<file path="src/rtl/tmcs_pkg.sv">
`timescale 1ns / 1ps
`default_nettype none

package tmcs_pkg;

  localparam int HISTORY_DEPTH_DEF = 8;
  localparam int CHANNEL_COUNT_DEF = 48;

  localparam int CFG_W     = 10;
  localparam int DELTA_W   = 8;
  localparam int CHANNEL_W = 8;
  localparam int BAND_W    = 3;

  localparam logic [CFG_W-1:0] X_RES_RST    = 10'd320;
  localparam logic [CFG_W-1:0] Y_RES_RST    = 10'd240;
  localparam logic [CFG_W-1:0] X_THR_RST    = 10'd130;
  localparam logic [CFG_W-1:0] Y_THR_RST    = 10'd200;
  localparam logic [CFG_W-1:0] CURSOR_X_RST = 10'd200;
  localparam logic [CFG_W-1:0] CURSOR_Y_RST = 10'd100;

  localparam logic CMD_REPORT = 1'b0;
  localparam logic CMD_CLEAR  = 1'b1;

  typedef enum logic [1:0] {
    CFG_X_RES = 2'd0,
    CFG_Y_RES = 2'd1,
    CFG_X_THR = 2'd2,
    CFG_Y_THR = 2'd3
  } cfg_index_t;

  typedef enum logic [2:0] {
    SWIPE_NONE  = 3'd0,
    SWIPE_LEFT  = 3'd1,
    SWIPE_RIGHT = 3'd2,
    SWIPE_UP    = 3'd3,
    SWIPE_DOWN  = 3'd4
  } swipe_t;

  typedef struct packed {
    logic                      command;
    logic [7:0]                status_byte;
    logic signed [DELTA_W-1:0] delta_x;
    logic signed [DELTA_W-1:0] delta_y;
    logic                      cursor_mode;
  } report_t;

  typedef struct packed {
    logic [CFG_W-1:0]     cursor_x;
    logic [CFG_W-1:0]     cursor_y;
    logic                 button_pressed;
    logic                 report_pending;
    swipe_t               swipe;
    logic [CHANNEL_W-1:0] channel_index;
  } result_t;

  // Control handed to every history cell.
  typedef struct packed {
    logic shift;
    logic clear;
  } win_ctrl_t;

  // Width of a signed sum over the newest depth-1 deltas.
  function automatic int sum_width(input int depth);
    return $clog2((depth - 1) * 128 + 1) + 1;
  endfunction

endpackage

`default_nettype wire

</file>
<file path="src/rtl/tmcs_cell.sv">
`timescale 1ns / 1ps
`default_nettype none

// One history slot: takes its neighbor's deltas on a shift, zeroes on a clear.
module tmcs_cell (
  input  wire logic                                     clk,
  input  wire logic                                     rst,
  input  wire tmcs_pkg::win_ctrl_t                      ctrl,
  input  wire logic signed [tmcs_pkg::DELTA_W-1:0]      din_x,
  input  wire logic signed [tmcs_pkg::DELTA_W-1:0]      din_y,
  output logic signed [tmcs_pkg::DELTA_W-1:0]           dout_x,
  output logic signed [tmcs_pkg::DELTA_W-1:0]           dout_y
);

  always_ff @(posedge clk) begin
    if (rst || ctrl.clear) begin
      dout_x <= '0;
      dout_y <= '0;
    end else if (ctrl.shift) begin
      dout_x <= din_x;
      dout_y <= din_y;
    end
  end

endmodule

`default_nettype wire

</file>
<file path="src/rtl/tmcs_window.sv">
`timescale 1ns / 1ps
`default_nettype none

// Chain of history cells over the summed window plus running window sums.
// The oldest history entry never reaches a sum, so the chain stops one short.
module tmcs_window #(
  parameter int HISTORY_DEPTH = tmcs_pkg::HISTORY_DEPTH_DEF
) (
  input  wire logic                                     clk,
  input  wire logic                                     rst,
  input  wire tmcs_pkg::win_ctrl_t                      ctrl,
  input  wire logic signed [tmcs_pkg::DELTA_W-1:0]      new_x,
  input  wire logic signed [tmcs_pkg::DELTA_W-1:0]      new_y,
  output logic signed [tmcs_pkg::sum_width(HISTORY_DEPTH)-1:0] win_x,
  output logic signed [tmcs_pkg::sum_width(HISTORY_DEPTH)-1:0] win_y
);

  localparam int CELLS = HISTORY_DEPTH - 1;
  localparam int SUM_W = tmcs_pkg::sum_width(HISTORY_DEPTH);

  logic signed [tmcs_pkg::DELTA_W-1:0] cell_x [CELLS];
  logic signed [tmcs_pkg::DELTA_W-1:0] cell_y [CELLS];
  logic signed [SUM_W-1:0]             sum_x;
  logic signed [SUM_W-1:0]             sum_y;

  for (genvar i = 0; i < CELLS; i++) begin : g_cell
    if (i == 0) begin : g_head
      tmcs_cell u_cell (
        .clk    (clk),
        .rst    (rst),
        .ctrl   (ctrl),
        .din_x  (new_x),
        .din_y  (new_y),
        .dout_x (cell_x[i]),
        .dout_y (cell_y[i])
      );
    end else begin : g_body
      tmcs_cell u_cell (
        .clk    (clk),
        .rst    (rst),
        .ctrl   (ctrl),
        .din_x  (cell_x[i-1]),
        .din_y  (cell_y[i-1]),
        .dout_x (cell_x[i]),
        .dout_y (cell_y[i])
      );
    end
  end

  // Sum after the shift: the new delta comes in, the last cell drops out.
  assign win_x = sum_x + SUM_W'(new_x) - SUM_W'(cell_x[CELLS-1]);
  assign win_y = sum_y + SUM_W'(new_y) - SUM_W'(cell_y[CELLS-1]);

  always_ff @(posedge clk) begin
    if (rst || ctrl.clear) begin
      sum_x <= '0;
      sum_y <= '0;
    end else if (ctrl.shift) begin
      sum_x <= win_x;
      sum_y <= win_y;
    end
  end

  a_clear_zeroes_sum: assert property (@(posedge clk) disable iff (rst)
    ctrl.clear |=> (sum_x == 0 && sum_y == 0))
    else $error("window sum not zero after a swipe clear");

endmodule

`default_nettype wire

</file>
<file path="src/rtl/touch_motion_cursor_and_swipe.sv">
`timescale 1ns / 1ps
`default_nettype none

// Touch motion block: cursor tracking and swipe detection with channel step.
// Input channel (report_valid/report_ready/report) carries one beat per touch
// report or clear command. Output channel (result_valid/result_ready/result)
// returns exactly one beat per input beat, in order.
// Configuration must be written through cfg_we/cfg_index/cfg_data only while
// the block is idle; the block does not enforce this. Index 0/1 are X/Y
// resolution, 2/3 are X/Y swipe thresholds. A result beat appears in the
// cycle after its input beat is accepted, held in a single result register.
// Throughput is one beat per cycle while the receiver keeps up; the window sum
// is a running total in the window block, so the decision for each beat
// needs only one add/subtract and compare per axis. If the receiver stalls,
// the result register holds its beat and report_ready drops until that beat
// is taken; a new beat is accepted in the same cycle the waiting one leaves.
// Reset (rst, synchronous) restores the default registers, puts the cursor at
// 200/100, empties the button latch, zeroes the history and selects channel 0.
module touch_motion_cursor_and_swipe #(
  parameter int HISTORY_DEPTH = tmcs_pkg::HISTORY_DEPTH_DEF,
  parameter int CHANNEL_COUNT = tmcs_pkg::CHANNEL_COUNT_DEF
) (
  input  wire logic                          clk,
  input  wire logic                          rst,
  input  wire logic                          cfg_we,
  input  wire logic [1:0]                    cfg_index,
  input  wire logic [tmcs_pkg::CFG_W-1:0]    cfg_data,
  input  wire logic                          report_valid,
  output logic                               report_ready,
  input  wire tmcs_pkg::report_t             report,
  output logic                               result_valid,
  input  wire logic                          result_ready,
  output tmcs_pkg::result_t                  result
);

  localparam int SUM_W = tmcs_pkg::sum_width(HISTORY_DEPTH);
  localparam int CMP_W = ((SUM_W > tmcs_pkg::CFG_W + 1) ? SUM_W : tmcs_pkg::CFG_W + 1) + 1;
  localparam int CW    = tmcs_pkg::CFG_W;
  localparam int CHW   = tmcs_pkg::CHANNEL_W;

  // Configuration registers.
  logic [CW-1:0] x_res;
  logic [CW-1:0] y_res;
  logic [CW-1:0] x_thr;
  logic [CW-1:0] y_thr;

  // Architectural state outside the history.
  logic [CW-1:0]  cursor_x_pos;
  logic [CW-1:0]  cursor_y_pos;
  logic           button_latch;
  logic           latch_full;
  logic [CHW-1:0] channel_now;

  logic [CW-1:0]  cursor_x_next;
  logic [CW-1:0]  cursor_y_next;
  logic           button_latch_next;
  logic           latch_full_next;
  logic [CHW-1:0] channel_next;

  logic                    accept;
  logic                    is_report;
  logic                    is_swipe_mode;
  tmcs_pkg::win_ctrl_t     win_ctrl;
  tmcs_pkg::swipe_t        swipe_kind;
  logic signed [SUM_W-1:0] win_x;
  logic signed [SUM_W-1:0] win_y;
  logic signed [CMP_W-1:0] sx;
  logic signed [CMP_W-1:0] sy;
  logic signed [CMP_W-1:0] tx;
  logic signed [CMP_W-1:0] ty;
  logic signed [8:0]       neg_dy;

  assign report_ready  = !result_valid || result_ready;
  assign accept        = report_valid && report_ready;
  assign is_report     = (report.command == tmcs_pkg::CMD_REPORT);
  assign is_swipe_mode = is_report && !report.cursor_mode;

  always_ff @(posedge clk) begin
    if (rst) begin
      x_res <= tmcs_pkg::X_RES_RST;
      y_res <= tmcs_pkg::Y_RES_RST;
      x_thr <= tmcs_pkg::X_THR_RST;
      y_thr <= tmcs_pkg::Y_THR_RST;
    end else if (cfg_we) begin
      case (tmcs_pkg::cfg_index_t'(cfg_index))
        tmcs_pkg::CFG_X_RES: x_res <= cfg_data;
        tmcs_pkg::CFG_Y_RES: y_res <= cfg_data;
        tmcs_pkg::CFG_X_THR: x_thr <= cfg_data;
        tmcs_pkg::CFG_Y_THR: y_thr <= cfg_data;
        default: ;
      endcase
    end
  end

  // Swipe window: the cells shift on every swipe-mode report.
  assign win_ctrl.shift = accept && is_swipe_mode;
  assign win_ctrl.clear = accept && is_swipe_mode && (swipe_kind != tmcs_pkg::SWIPE_NONE);

  tmcs_window #(
    .HISTORY_DEPTH (HISTORY_DEPTH)
  ) u_window (
    .clk   (clk),
    .rst   (rst),
    .ctrl  (win_ctrl),
    .new_x (report.delta_x),
    .new_y (report.delta_y),
    .win_x (win_x),
    .win_y (win_y)
  );

  assign sx = CMP_W'(win_x);
  assign sy = CMP_W'(win_y);
  assign tx = CMP_W'($signed({1'b0, x_thr}));
  assign ty = CMP_W'($signed({1'b0, y_thr}));

  // Left, right, up and down are tested in that order; thresholds are strict.
  always_comb begin
    swipe_kind = tmcs_pkg::SWIPE_NONE;
    if (is_swipe_mode) begin
      if (sx > tx) begin
        swipe_kind = tmcs_pkg::SWIPE_LEFT;
      end else if (sx < -tx) begin
        swipe_kind = tmcs_pkg::SWIPE_RIGHT;
      end else if (sy > ty) begin
        swipe_kind = tmcs_pkg::SWIPE_UP;
      end else if (sy < -ty) begin
        swipe_kind = tmcs_pkg::SWIPE_DOWN;
      end
    end
  end

  // Clamp pos+delta to 1 .. res-1, with the upper limit never below 1.
  function automatic logic [CW-1:0] clamp_axis(input logic [CW-1:0] pos,
                                               input logic signed [8:0] delta,
                                               input logic [CW-1:0] res);
    logic [CW-1:0]      hi;
    logic signed [11:0] v;
    hi = (res < CW'(2)) ? CW'(1) : res - CW'(1);
    v  = $signed({2'b00, pos}) + 12'(delta);
    if (v < 12'sd1) begin
      return CW'(1);
    end else if (v > $signed({2'b00, hi})) begin
      return hi;
    end else begin
      return v[CW-1:0];
    end
  endfunction

  // Channel step stays within its band of eight, then wraps by the count.
  function automatic logic [CHW-1:0] step_channel(input logic [CHW-1:0] ch,
                                                  input logic up_step);
    logic [tmcs_pkg::BAND_W-1:0] low;
    logic [CHW:0]                n;
    low = up_step ? ch[tmcs_pkg::BAND_W-1:0] + 3'd1 : ch[tmcs_pkg::BAND_W-1:0] - 3'd1;
    n   = {1'b0, ch[CHW-1:tmcs_pkg::BAND_W], low};
    if (n >= (CHW+1)'(CHANNEL_COUNT)) begin
      n = n - (CHW+1)'(CHANNEL_COUNT);
    end
    return n[CHW-1:0];
  endfunction

  assign neg_dy = -(9'(report.delta_y));

  always_comb begin
    cursor_x_next     = cursor_x_pos;
    cursor_y_next     = cursor_y_pos;
    button_latch_next = button_latch;
    latch_full_next   = latch_full;
    channel_next      = channel_now;
    if (!is_report) begin
      button_latch_next = 1'b0;
      latch_full_next   = 1'b0;
    end else begin
      if (!latch_full) begin
        button_latch_next = report.status_byte[0];
        latch_full_next   = 1'b1;
      end
      if (report.cursor_mode) begin
        cursor_x_next = clamp_axis(cursor_x_pos, 9'(report.delta_x), x_res);
        cursor_y_next = clamp_axis(cursor_y_pos, neg_dy, y_res);
      end else if (swipe_kind == tmcs_pkg::SWIPE_UP) begin
        channel_next = step_channel(channel_now, 1'b0);
      end else if (swipe_kind == tmcs_pkg::SWIPE_DOWN) begin
        channel_next = step_channel(channel_now, 1'b1);
      end
    end
  end

  always_ff @(posedge clk) begin
    if (rst) begin
      cursor_x_pos <= tmcs_pkg::CURSOR_X_RST;
      cursor_y_pos <= tmcs_pkg::CURSOR_Y_RST;
      button_latch <= 1'b0;
      latch_full   <= 1'b0;
      channel_now  <= '0;
    end else if (accept) begin
      cursor_x_pos <= cursor_x_next;
      cursor_y_pos <= cursor_y_next;
      button_latch <= button_latch_next;
      latch_full   <= latch_full_next;
      channel_now  <= channel_next;
    end
  end

  // Result register: loaded with the state after the accepted beat.
  always_ff @(posedge clk) begin
    if (rst) begin
      result_valid <= 1'b0;
    end else if (accept) begin
      result_valid <= 1'b1;
    end else if (result_ready) begin
      result_valid <= 1'b0;
    end
  end

  always_ff @(posedge clk) begin
    if (accept) begin
      result.cursor_x       <= cursor_x_next;
      result.cursor_y       <= cursor_y_next;
      result.button_pressed <= button_latch_next;
      result.report_pending <= latch_full_next;
      result.swipe          <= swipe_kind;
      result.channel_index  <= channel_next;
    end
  end

  a_clear_no_swipe: assert property (@(posedge clk) disable iff (rst)
    (accept && report.command == tmcs_pkg::CMD_CLEAR) |=>
      (result_valid && result.swipe == tmcs_pkg::SWIPE_NONE && !result.report_pending))
    else $error("clear command produced a swipe or kept the latch");

  a_cursor_in_range: assert property (@(posedge clk) disable iff (rst)
    result_valid |-> (result.cursor_x != '0 && result.cursor_y != '0))
    else $error("cursor left its lower limit");

  a_channel_in_range: assert property (@(posedge clk) disable iff (rst)
    result_valid |-> ((CHW+1)'(result.channel_index) < (CHW+1)'(CHANNEL_COUNT)))
    else $error("channel index beyond channel count");

endmodule

`default_nettype wire

</file>
<file path="config.mk">
export PLATFORM = sky130hd
export DESIGN_NAME = touch_motion_cursor_and_swipe
export DESIGN_NICKNAME = d
export VERILOG_FILES = /design/src/rtl/tmcs_pkg.sv /design/src/rtl/tmcs_cell.sv /design/src/rtl/tmcs_window.sv /design/src/rtl/touch_motion_cursor_and_swipe.sv
export SDC_FILE = /design/constraint.sdc
export NUM_CORES = 1
export LEC_CHECK = 0
export ABC_CLOCK_PERIOD_IN_PS = 4300
export BUFFER_PORTS_ARGS = -buffer_cell sky130_fd_sc_hd__buf_2
export CORE_UTILIZATION = 56
export DETAILED_ROUTE_END_ITERATION = 6
export GPL_TIMING_DRIVEN = 0
export PLACE_DENSITY = 0.77
export RECOVER_POWER = 50
export SLEW_MARGIN = 20
export SYNTH_ARGS = -nofsm -noshare
export SYNTH_HDL_FRONTEND = slang
export SYNTH_SLANG_ARGS = --single-unit
</file>
<file path="constraint.sdc">
create_clock -name clk -period 4.3 [get_ports clk]
set_input_delay 0.215 -clock clk [delete_from_list [all_inputs] [get_ports clk]]
set_output_delay 0.215 -clock clk [all_outputs]
set_load 0.005 [all_outputs]
</file>
Word-level counts from Yosys, hierarchy flattened
Cells that the tools add are included.
W data, S select, Z words.

cells by class
  equal/unequal tests = 5
  add/subtract/negate cells = 15
  multiplexer cells = 26
  order comparisons = 12
  reduce and logical (&&, ||, !) cells = 15
  bitwise operators = 1

operators by type and width
  cell                     number
  $mux W10                 10
  $mux W8                  6
  $gt A12 B11 Y1           2
  $lt A11 B12 Y1           2
  $lt A12 B2 Y1 const B    2
  $neg A10 Y12             2
  $add A11 B8 Y11          2
  $gt A11 B11 Y1           2
  $sub A11 B8 Y11          2
  $lt A10 B2 Y1 const B    2
  $sub A10 B1 Y10 const B  2
  $ge A8 B6 Y1 const B     2
  $sub A8 B6 Y8 const B    2
  $mux W3                  5
  $add A11 B8 Y12          1
  $add A11 B9 Y12          1
  $neg A8 Y9               1
  $reduce_and A2 Y1        4
  $mux W1                  5
  $eq A2 B2 Y1 const B     2
  $logic_and A1 B1 Y1      4
  $add A3 B1 Y3 const B    1
  $eq A3 B2 Y1 const B     1
  $eq A3 B3 Y1 const B     1
  8 further kinds          10

word-level totals
  output and inout bits = 35
  register bits = 238
  input port bits = 43

Depth between registers and ports, before layout
Gate-level depths: netlist (run 1).

  depth after elaboration = 13
  depth in mapped cells = 23
  depth with buffers taken out = 22

Modules after synthesis
A second synthesis (run 1) with hierarchy kept.

second synthesis, totals
  cell total of the unflattened synthesis = 1606
  area, all modules = 14488.9 sq um

by module, submodules not included
  module                         sequential area each (sq um)  cells an instance  area each (sq um)  instances
  touch_motion_cursor_and_swipe  2362.3                        936                7945.1             1
  tmcs_cell                      320.3                         53                 581.8              7
  tmcs_window                    440.4                         299                2471.1             1

Worst setup path before layout (run 1)
OpenSTA, ideal clock, no wires.

  kind = reg-to-reg
  start point = register u_window.sum_y[1]
  end point = register result[7] (netlist name) (data pin)
  cell stages (with the launch flop) = 18
  setup slack = -238 ps
  setup time = 262 ps
  arrival time = 4276 ps
  data required time = 4038 ps
  cells stage by stage = dfxtp_1 -> inv_1 -> fa_1 -> inv_1 -> fa_1 -> a21oi_1 -> o21a_1 -> nand2b_1 -> a21oi_1 -> xnor2_1 -> ha_1 -> a22o_1 -> o41a_1 -> o311a_1 -> a211oi_1 -> a211oi_4 -> nand2_1 -> mux2_1

on the way
  longest elaborated chain between the ends = 13
  elaborated cells between the ends (all ways) = 15

ends and longest elaborated chain
  item                               RTL line                              source
  start, declared                    tmcs_window.sv:24                     logic signed [SUM_W-1:0] sum_y;
  start signal, assigned             tmcs_window.sv:60                     sum_y <= win_y;
  $add A11 B8 Y11 (*)                tmcs_window.sv:52                     assign win_y = sum_y + SUM_W'(new_y) - SUM_W'(cell_y[CELLS-1]);
  $sub A11 B8 Y11 (*)                tmcs_window.sv:52
  named net u_window.win_y, one bit  tmcs_window.sv:15                     output logic signed [tmcs_pkg::sum_width(HISTORY_DEPTH)-1:0] win_y
  $lt A11 B12 Y1                     touch_motion_cursor_and_swipe.sv:126  end else if (sy < -ty) begin
  $mux W3                            touch_motion_cursor_and_swipe.sv:126
  $mux W3 (*)                        touch_motion_cursor_and_swipe.sv:124  end else if (sy > ty) begin
  $mux W3 (*)                        touch_motion_cursor_and_swipe.sv:122  end else if (sx < -tx) begin
  $mux W3 (*)                        touch_motion_cursor_and_swipe.sv:120  if (sx > tx) begin
  $mux W3 (*)                        touch_motion_cursor_and_swipe.sv:119  if (is_swipe_mode) begin
  $eq A3 B3 Y1                       touch_motion_cursor_and_swipe.sv:183  end else if (swipe_kind == tmcs_pkg::SWIPE_DOWN) begin
  $mux W8                            touch_motion_cursor_and_swipe.sv:183
  $mux W8 (*)                        touch_motion_cursor_and_swipe.sv:181  end else if (swipe_kind == tmcs_pkg::SWIPE_UP) begin
  $mux W8 (*)                        touch_motion_cursor_and_swipe.sv:178  if (report.cursor_mode) begin
  $mux W8 (*)                        touch_motion_cursor_and_swipe.sv:170  if (!is_report) begin
  named net channel_next[7]          touch_motion_cursor_and_swipe.sv:58   logic [CHW-1:0] channel_next;
  end, declared                      touch_motion_cursor_and_swipe.sv:33   output tmcs_pkg::result_t result

The timed path passes the listed nets; every way through them passes the cells marked *.
A chain may end at the register's enable or synchronous reset.

Worst setup path after layout (run 1)
  start point = register u_window.sum_y[1]
  end point = register u_window.g_cell[4].g_body.u_cell.dout_x[7] (netlist name)

on the way
  longest elaborated chain between the ends = 11
  elaborated cells between the ends (all ways) = 12

ends and longest elaborated chain
  item                               RTL line                              source
  $add A11 B8 Y11 (*)                tmcs_window.sv:52
  $sub A11 B8 Y11 (*)                tmcs_window.sv:52
  named net u_window.win_y, one bit  tmcs_window.sv:15
  $lt A11 B12 Y1                     touch_motion_cursor_and_swipe.sv:126
  $mux W3                            touch_motion_cursor_and_swipe.sv:126
  $mux W3 (*)                        touch_motion_cursor_and_swipe.sv:124
  $mux W3 (*)                        touch_motion_cursor_and_swipe.sv:122
  $mux W3 (*)                        touch_motion_cursor_and_swipe.sv:120
  $mux W3 (*)                        touch_motion_cursor_and_swipe.sv:119
  $reduce_bool A3 Y1 (*)             touch_motion_cursor_and_swipe.sv:97   assign win_ctrl.clear = accept && is_swipe_mode && (swipe_kind != tmcs_pkg::SWIPE_NONE);
  $logic_and A1 B1 Y1 (*)            touch_motion_cursor_and_swipe.sv:97
  $logic_or A1 B1 Y1 (*)             tmcs_cell.sv:16                       if (rst || ctrl.clear) begin
  end signal, assigned               tmcs_cell.sv:20                       dout_x <= din_x;
  end, declared                      tmcs_cell.sv:11                       output logic signed [tmcs_pkg::DELTA_W-1:0] dout_x,

Marked as above.

==> results.md, run 1 <==
* Status: finished with violations
* Failing checks: setup timing
* Clock group share of total power at 0.323
* Die area at 25000 um^2
* VDD IR max at 0.254 mV
* Hold Path End: u_window.g_cell[0].g_head.u_cell.dout_y[5]
* Relative slew margins at 0.409
* H-tree depth at 1
* WS Path Type: flip-flop to flip-flop
* Max cap viols at 0
* Syn_area_per_cell at 8.19 um^2
* Worst Hold Class: input port to flip-flop
* Drt first-iter violations at 907
* Post-synth EDFFs at 32
* First-pass GRT wire length at 59600 um
* Main synth FF type: dfxtp_1
* Final Hold Fails at 0
* CTS root buffer: clkbuf_16
* Worst-Margin Slew at 886 ps
* Via count at 12400
* Cell variety after synth at 90
* Number of synthesized register bits at 236
* Place WS at -905 ps
* GRT Util Overall at 0.303
* Average wire per standard cell at 17.5 um
* Crit Path Max Fanout at 10
* # setup viols final at 150
* HP Start: report[6]
* Share of layout cells above drive strength 1 at 0.193
* F_max at 0.216 GHz
* Syn Inst Count at 1666
* Worst EP arrival at 5090 ps
* Flop pwr share at 0.360
* Max Transition Viols Final at 0
* Final ANT Viol Nets at 0
* FF-to-FF Start: u_window.sum_y[1]
* Antenna violations before repair at 0
* Register area share after synthesis at 0.370
* Nets at 1996
* Switching share of total power at 0.317
* Pleak at 6.68 nW
* CP Launch Type: flip-flop
* Die width at 158 um
* Met2 Usage GRT at 0.500
* DP HPWL at 26600 um
* Gp weighted congestion at 0.946
* Worst clock skew at 12.9 ps
* Syn nets at 1844
* Met3 usage at 0.0367
* Max clock buf depth at 3
* Warnings from Yosys at 0
* Internal power at 4.47 mW
* Commonest cells post-synth: nand2_1 (375), dfxtp_1 (204), a21oi_1 (197)
* Setup TNS at -40880 ps
* R2r endpoint: u_window.g_cell[4].g_body.u_cell.dout_x[7]
* Most common cell in the synthesized netlist: nand2_1
* Reg clk slew, reported paths at 60 ps
* CTS tree: done
* Comb pwr share at 0.316
* R2r setup slk at -330 ps
* Ant diodes at 0
* CP endpoint kind: flip-flop
* TritonRoute pass-1 iters at 5
* Post-Route WL at 37600 um
* Synth async-reset ratio at 0
* CORE AREA at 23700 um^2
* R2R cell count at 23
* Starting Density at 0.576
* Grt peak-use layer: met2
* DRC violations left at 0
* I/O pins at 78
* Design Area, Final at 16900 um^2
* Vias in the first global route at 11900
* Num rows at 56
* Fin crit period at 4630 ps
* P&R area growth vs syn at 23.6%
* Sw Pwr at 2.08 mW
* PwrDens at 388 nW/um^2
* Unrepaired setup endpoints after global routing: true
* Synth area leader: dfxtp_1
* Largest net degree at the start of global routing at 37
* Hold WS at 19.3 ps
* Final WS setup at -328 ps
* Hold path cells at 3
* Die Ht at 158 um
* Worst path required time at 4760 ps
* Area after DPL at 14600 um^2
* Clk Latency, worst-skew pair at 530 ps
* Post-layout util at 0.712
* Mapped Area at 13600 um^2
* DR vias/cell at 5.78
* Grt ovf at 0
* Met1 Use GR at 0.409
* Crit share post-route at 1.08
* Cell Count, Final, Fillers Out at 2154
* Total clock sinks at 236
* I/O Buffers at 68
* Total chip power at 6.54 mW
* Synth area leaders: dfxtp_1 (30%), ha_1 (10%), nand2_1 (10%)
* Cts bufs inserted at 25
* Post-synth top area share at 0.299
* DP Cell Count at 2055
==> state kept, by name, summed over array words and instances, names as in the netlist, 8 cells and up <==
| signal | flops |
|---|---|
| y_res | 10 |
| u_window.sum_y | 11 |
| x_thr | 10 |
| y_thr | 10 |
| u_window.g_cell.g_body.u_cell.dout_y | 48 |
| result | 32 |
| cursor_x_pos | 10 |
| u_window.g_cell.g_head.u_cell.dout_y | 8 |
| cursor_y_pos | 10 |
| u_window.g_cell.g_body.u_cell.dout_x | 48 |
| x_res | 10 |
| u_window.sum_x | 11 |
| u_window.g_cell.g_head.u_cell.dout_x | 8 |
==> critical path, cell delays in order, from the launching register on <==
cell       delay [ps]
dfxtp_2           330
inv_2              40
fa_1              500
inv_2              60
fa_2              380
a21oi_4           180
o21a_1            170
nand2b_1           90
a21oi_2           180
xnor2_2           130
ha_2              340
o211ai_1           70
nor3_1            170
o21ai_2           100
and2_4            150
maj3_2            330
a21oi_4           150
a21oi_4            90
a2111oi_4         370
o21ai_4           110
buf_12            160
buf_12            150
clkbuf_8          170
a21oi_2           120
==> cell type report <==
class	count	area, um^2
timing repair buffer	125	937
fill	1806	6820
multi-input combinational	1214	8660
clock inverter	11	118
sequential	236	5050
tap	319	399
buffer	64	444
inverter	152	576
clock buffer	33	686
==> worst max-delay path by stage <==
stage | cells after the start | startpoint | to
3_5_place_dp | 22 | report[2] | u_window.g_cell[5].g_body.u_cell.dout_x[6]
2_1_floorplan | 21 | u_window.sum_y[1] | u_window.g_cell[2].g_body.u_cell.dout_x[0]
6_report | 23 | u_window.sum_y[1] | u_window.g_cell[4].g_body.u_cell.dout_x[7]
5_1_grt | 21 | u_window.g_cell[6].g_body.u_cell.dout_y[1] | channel_now[2]
3_3_place_gp | 22 | report[2] | u_window.g_cell[5].g_body.u_cell.dout_y[0]
4_1_cts | 22 | u_window.sum_y[1] | u_window.sum_y[7]
==> cell families (layout without fill, tap and decap cells) <==
logic type / count (synthesis) / after routing / synth area share
flip-flops: 236 / 236 / 0.370
AND/OR/NAND/NOR: 582 / 582 / 0.185
other: 1 / 1 / 0.000275
adder cells (fa/ha/maj): 136 / 136 / 0.137
multiplexers: 31 / 31 / 0.0230
buffers and inverters: 216 / 385 / 0.0634
AO/OA/AOI/OAI: 406 / 406 / 0.185
XOR/XNOR: 58 / 58 / 0.0378
==> repair_timing <==
| item | 4_1_cts | 5_1_grt |
|---|---|---|
| hold buffers | 19 | 0 |
| pin swaps | 45 | 15 |
| hold endpoints to repair | 20 | 0 |
| setup endpoints to repair | 189 | 185 |
| setup buffers | 28 | 4 |
| gates resized for setup | 169 | 52 |
| gates cloned | 4 | 0 |
==> layout by cell type (no fill, tap or decap), drive strengths merged, types with 9 or more instances in the layout <==
cell / n
xor2: 15
dlygate4sd3: 19
ha: 113
nor3: 22
a21oi: 200
edfxtp: 32
a22o: 10
or3: 11
and2: 10
nand2b: 12
mux2i: 28
a211oi: 20
clkbuf: 96
xnor2: 43
o21a: 16
inv: 153
nand3: 14
buf: 107
o21ai: 62
nand2: 375
fa: 22
nor2b: 14
nor2: 81
dfxtp: 204
or2: 9
a21o: 21
==> layer usage <==
layer	wire [um]	up-vias	part of all wire
li1	-	5987	-
met1	16400	5916	0.44
met2	17300	443	0.46
met3	2600	99	0.069
met4	1250	0	0.033
met5	0	-	0
==> power by group through the flow <==
stage / Clock (mW) / Sequential (mW) / Combinational, mW
finish: 2.12 / 2.36 / 2.07
global route: 2.23 / 2.36 / 2.25
CTS: 2.14 / 2.35 / 1.95
detailed placement: 0 / 2.40 / 1.59
global placement: 0 / 2.40 / 1.54
floorplan: 0 / 2.39 / 1.20
No activity file was read; power rests on OpenSTA's default activity.
==> inputs of run 2 (changes only) <==
Settings changed: ABC_CLOCK_PERIOD_IN_PS 4300 to 4800, CORE_UTILIZATION 56 to 62, PLACE_DENSITY 0.77 to 0.81.
Clock period 4.3 ns to 4.8 ns, I/O delays scaled along.
==> run 2 against run 1 <==
The flow finishes with violations (capacitance limit, slew limit); worst hold slack worse by 14 ps; final cell count decreased by 2.9%; die area decreased by 9.6%; sequential cell count is the same; wire length shrank 2.2%; combinational power fell by 19%; largest cell class unchanged; largest power group unchanged.
==> results.md, run 2 (synthesis gave the netlist of run 1 again) <==
* Status: finished with violations
* Failing checks: capacitance limit, slew limit
* # setup viols final at 0
* Die area at 22600 um^2
* Final Hold Fails at 0
* Gp weighted congestion at 0.934
* DR vias/cell at 5.89
* First-pass GRT wire length at 56400 um
* Worst EP arrival at 5260 ps
* Worst-Margin Slew at 1550 ps
* Via count at 12300
* Nets at 1976
* Wl on met1 at 16100 um
* Met2 WL at 17100 um
* Final ANT Viol Nets at 0
* Relative slew margins at -0.0356
* Largest net degree at the start of global routing at 29
* Routed wl met3 at 2600 um
* CTS tree: done
* VDD IR max at 0.289 mV
* CP Launch Type: flip-flop
* WS Path Type: flip-flop to flip-flop
* Crit share post-route at 0.997
* Ant diodes at 0
* Worst clock skew at 18.6 ps
* Cell Count, Final, Fillers Out at 2092
* Fin crit period at 4790 ps
* Die width at 150 um
* Crit Path Max Fanout at 10
* Pleak at 6.46 nW
* Worst Hold Class: input port to flip-flop
* CORE AREA at 21300 um^2
* I/O Buffers at 68
* H-tree depth at 1
* Largest registers: u_window.g_cell.g_body.u_cell.dout_x: 48 flops, u_window.g_cell.g_body.u_cell.dout_y: 48 flops, result: 32 flops
* Area after DPL at 14400 um^2
* Place WS at -677 ps
* Clk Latency, worst-skew pair at 550 ps
* Design Area, Final at 16100 um^2
* DP HPWL at 26400 um
* I/O pins at 78
* P&R area growth vs syn at 17.8%
* Grt ovf at 0
* Final WS setup at 13.3 ps
* Total clock sinks at 236
* Num rows at 53
* GRT Util Overall at 0.317
* Commonest non-fill, non-tap cell in the layout: nand2_1
* Vias in the first global route at 11400
* Reg clk slew, reported paths at 60 ps
* TritonRoute pass-1 iters at 7
* F_max at 0.209 GHz
* CTS root buffer: clkbuf_16
* Post-Route WL at 36800 um
* Max Transition Viols Final at 29
* PwrDens at 363 nW/um^2
* DRC violations left at 0
* Commonest cells after routing, fill and taps aside: nand2_1 (374), dfxtp_1 (203), inv_1 (148), a21oi_1 (144), ha_1 (106)
* CP endpoint kind: flip-flop
* Share of layout cells above drive strength 1 at 0.139
* Cts bufs inserted at 25
* Unrepaired setup endpoints after global routing: true
* Worst path required time at 5270 ps
* Average wire per standard cell at 17.6 um
* Starting Density at 0.641
* Die Ht at 150 um
* Top routing layer in use: met4
* DP Cell Count at 2010
* Drt first-iter violations at 931
* Max cap viols at 1
* Antenna violations before repair at 0
* Max clock buf depth at 3
run 2: cell count changes in the layout (fill, tap and decap cells not counted), sizes merged:
cell | previous run | this run
inv | 153 | 155
clkinvlp | 2 | 0
buf | 107 | 85
clkbuf | 96 | 105
clkinv | 6 | 7
dlygate4sd3 | 19 | 12
bufinv | 2 | 3
run 2: layout make-up:
| type | count | area, um^2 |
|---|---|---|
| clock buffers | 33 | 706 |
| fillers | 1558 | 5210 |
| flip-flops and latches | 236 | 5050 |
| clock inverters | 13 | 165 |
| multi-input cells | 1214 | 8240 |
| plain buffers | 64 | 358 |
| inverters | 152 | 571 |
| repair buffers | 105 | 646 |
| well taps | 275 | 344 |
run 2: stage by stage:
step | TNS (ps) | power [mW] | hold slack [ps] | util
2_1_floorplan | 0 | 3.14 | 364 | -
6_report | 0 | 5.83 | 5.53 | 0.755
4_1_cts | 0 | 5.65 | 1.51 | 0.734
3_5_place_dp | -90310 | 3.50 | 443 | 0.675
3_3_place_gp | -79040 | 3.46 | 438 | 0.673
5_1_grt | -5800 | 6.07 | 8.70 | 0.755
run 2: timing repair:
| item | CTS | global route |
|---|---|---|
| gates resized for setup | 37 | 108 |
| gates cloned | 0 | 1 |
| pin swaps | 8 | 25 |
| hold buffers | 12 | 0 |
| endpoints found under the hold margin | 18 | 0 |
| buffers inserted | 10 | 13 |
| setup endpoints to repair | 163 | 174 |
run 2: power by group:
part           internal (mW)  leakage (nW)  switching [mW]
Combinational          0.696          4.06           0.980
Sequential              2.07          1.97          0.0388
Clock                   1.21         0.437           0.837
run 2: layer usage:
| layer | global-route usage | up-vias |
|---|---|---|
| met4 | 0.110 | 0 |
| met1 | 0.420 | 5841 |
| met3 | 0.0539 | 82 |
| met5 | 0 | - |
| li1 | - | 5955 |
| met2 | 0.522 | 441 |
run 2: final timing paths:
| path | from | end | slack [ps] | depth (start not counted) |
|---|---|---|---|---|
| hold / removal | report[8] | u_window.g_cell[0].g_head.u_cell.dout_y[7] | 6 | 3 |
| hold reg to reg | u_window.g_cell[4].g_body.u_cell.dout_x[7] | u_window.g_cell[5].g_body.u_cell.dout_x[7] | 440 | 2 |
| setup / recovery | u_window.sum_y[1] | u_window.g_cell[5].g_body.u_cell.dout_y[0] | 10 | 23 |
| setup reg to reg | u_window.sum_y[1] | u_window.g_cell[5].g_body.u_cell.dout_y[0] | 10 | 23 |
run 2: worst max-delay path, stage by stage, from the launching register on:
cell and delay, ps:
dfxtp_2 340, inv_2 40, fa_1 520, inv_2 50, fa_2 370, a21oi_4 210, o21a_1 180, nand2b_1 100
a21oi_2 180, xnor2_2 130, ha_2 350, o211ai_1 120, nor3_2 230, o21ai_2 100, and2_4 150, maj3_2 350
a21oi_4 190, a21oi_4 100, a2111oi_4 320, o21ai_2 110, buf_12 170, buf_12 140, buf_6 150, a21oi_1 130
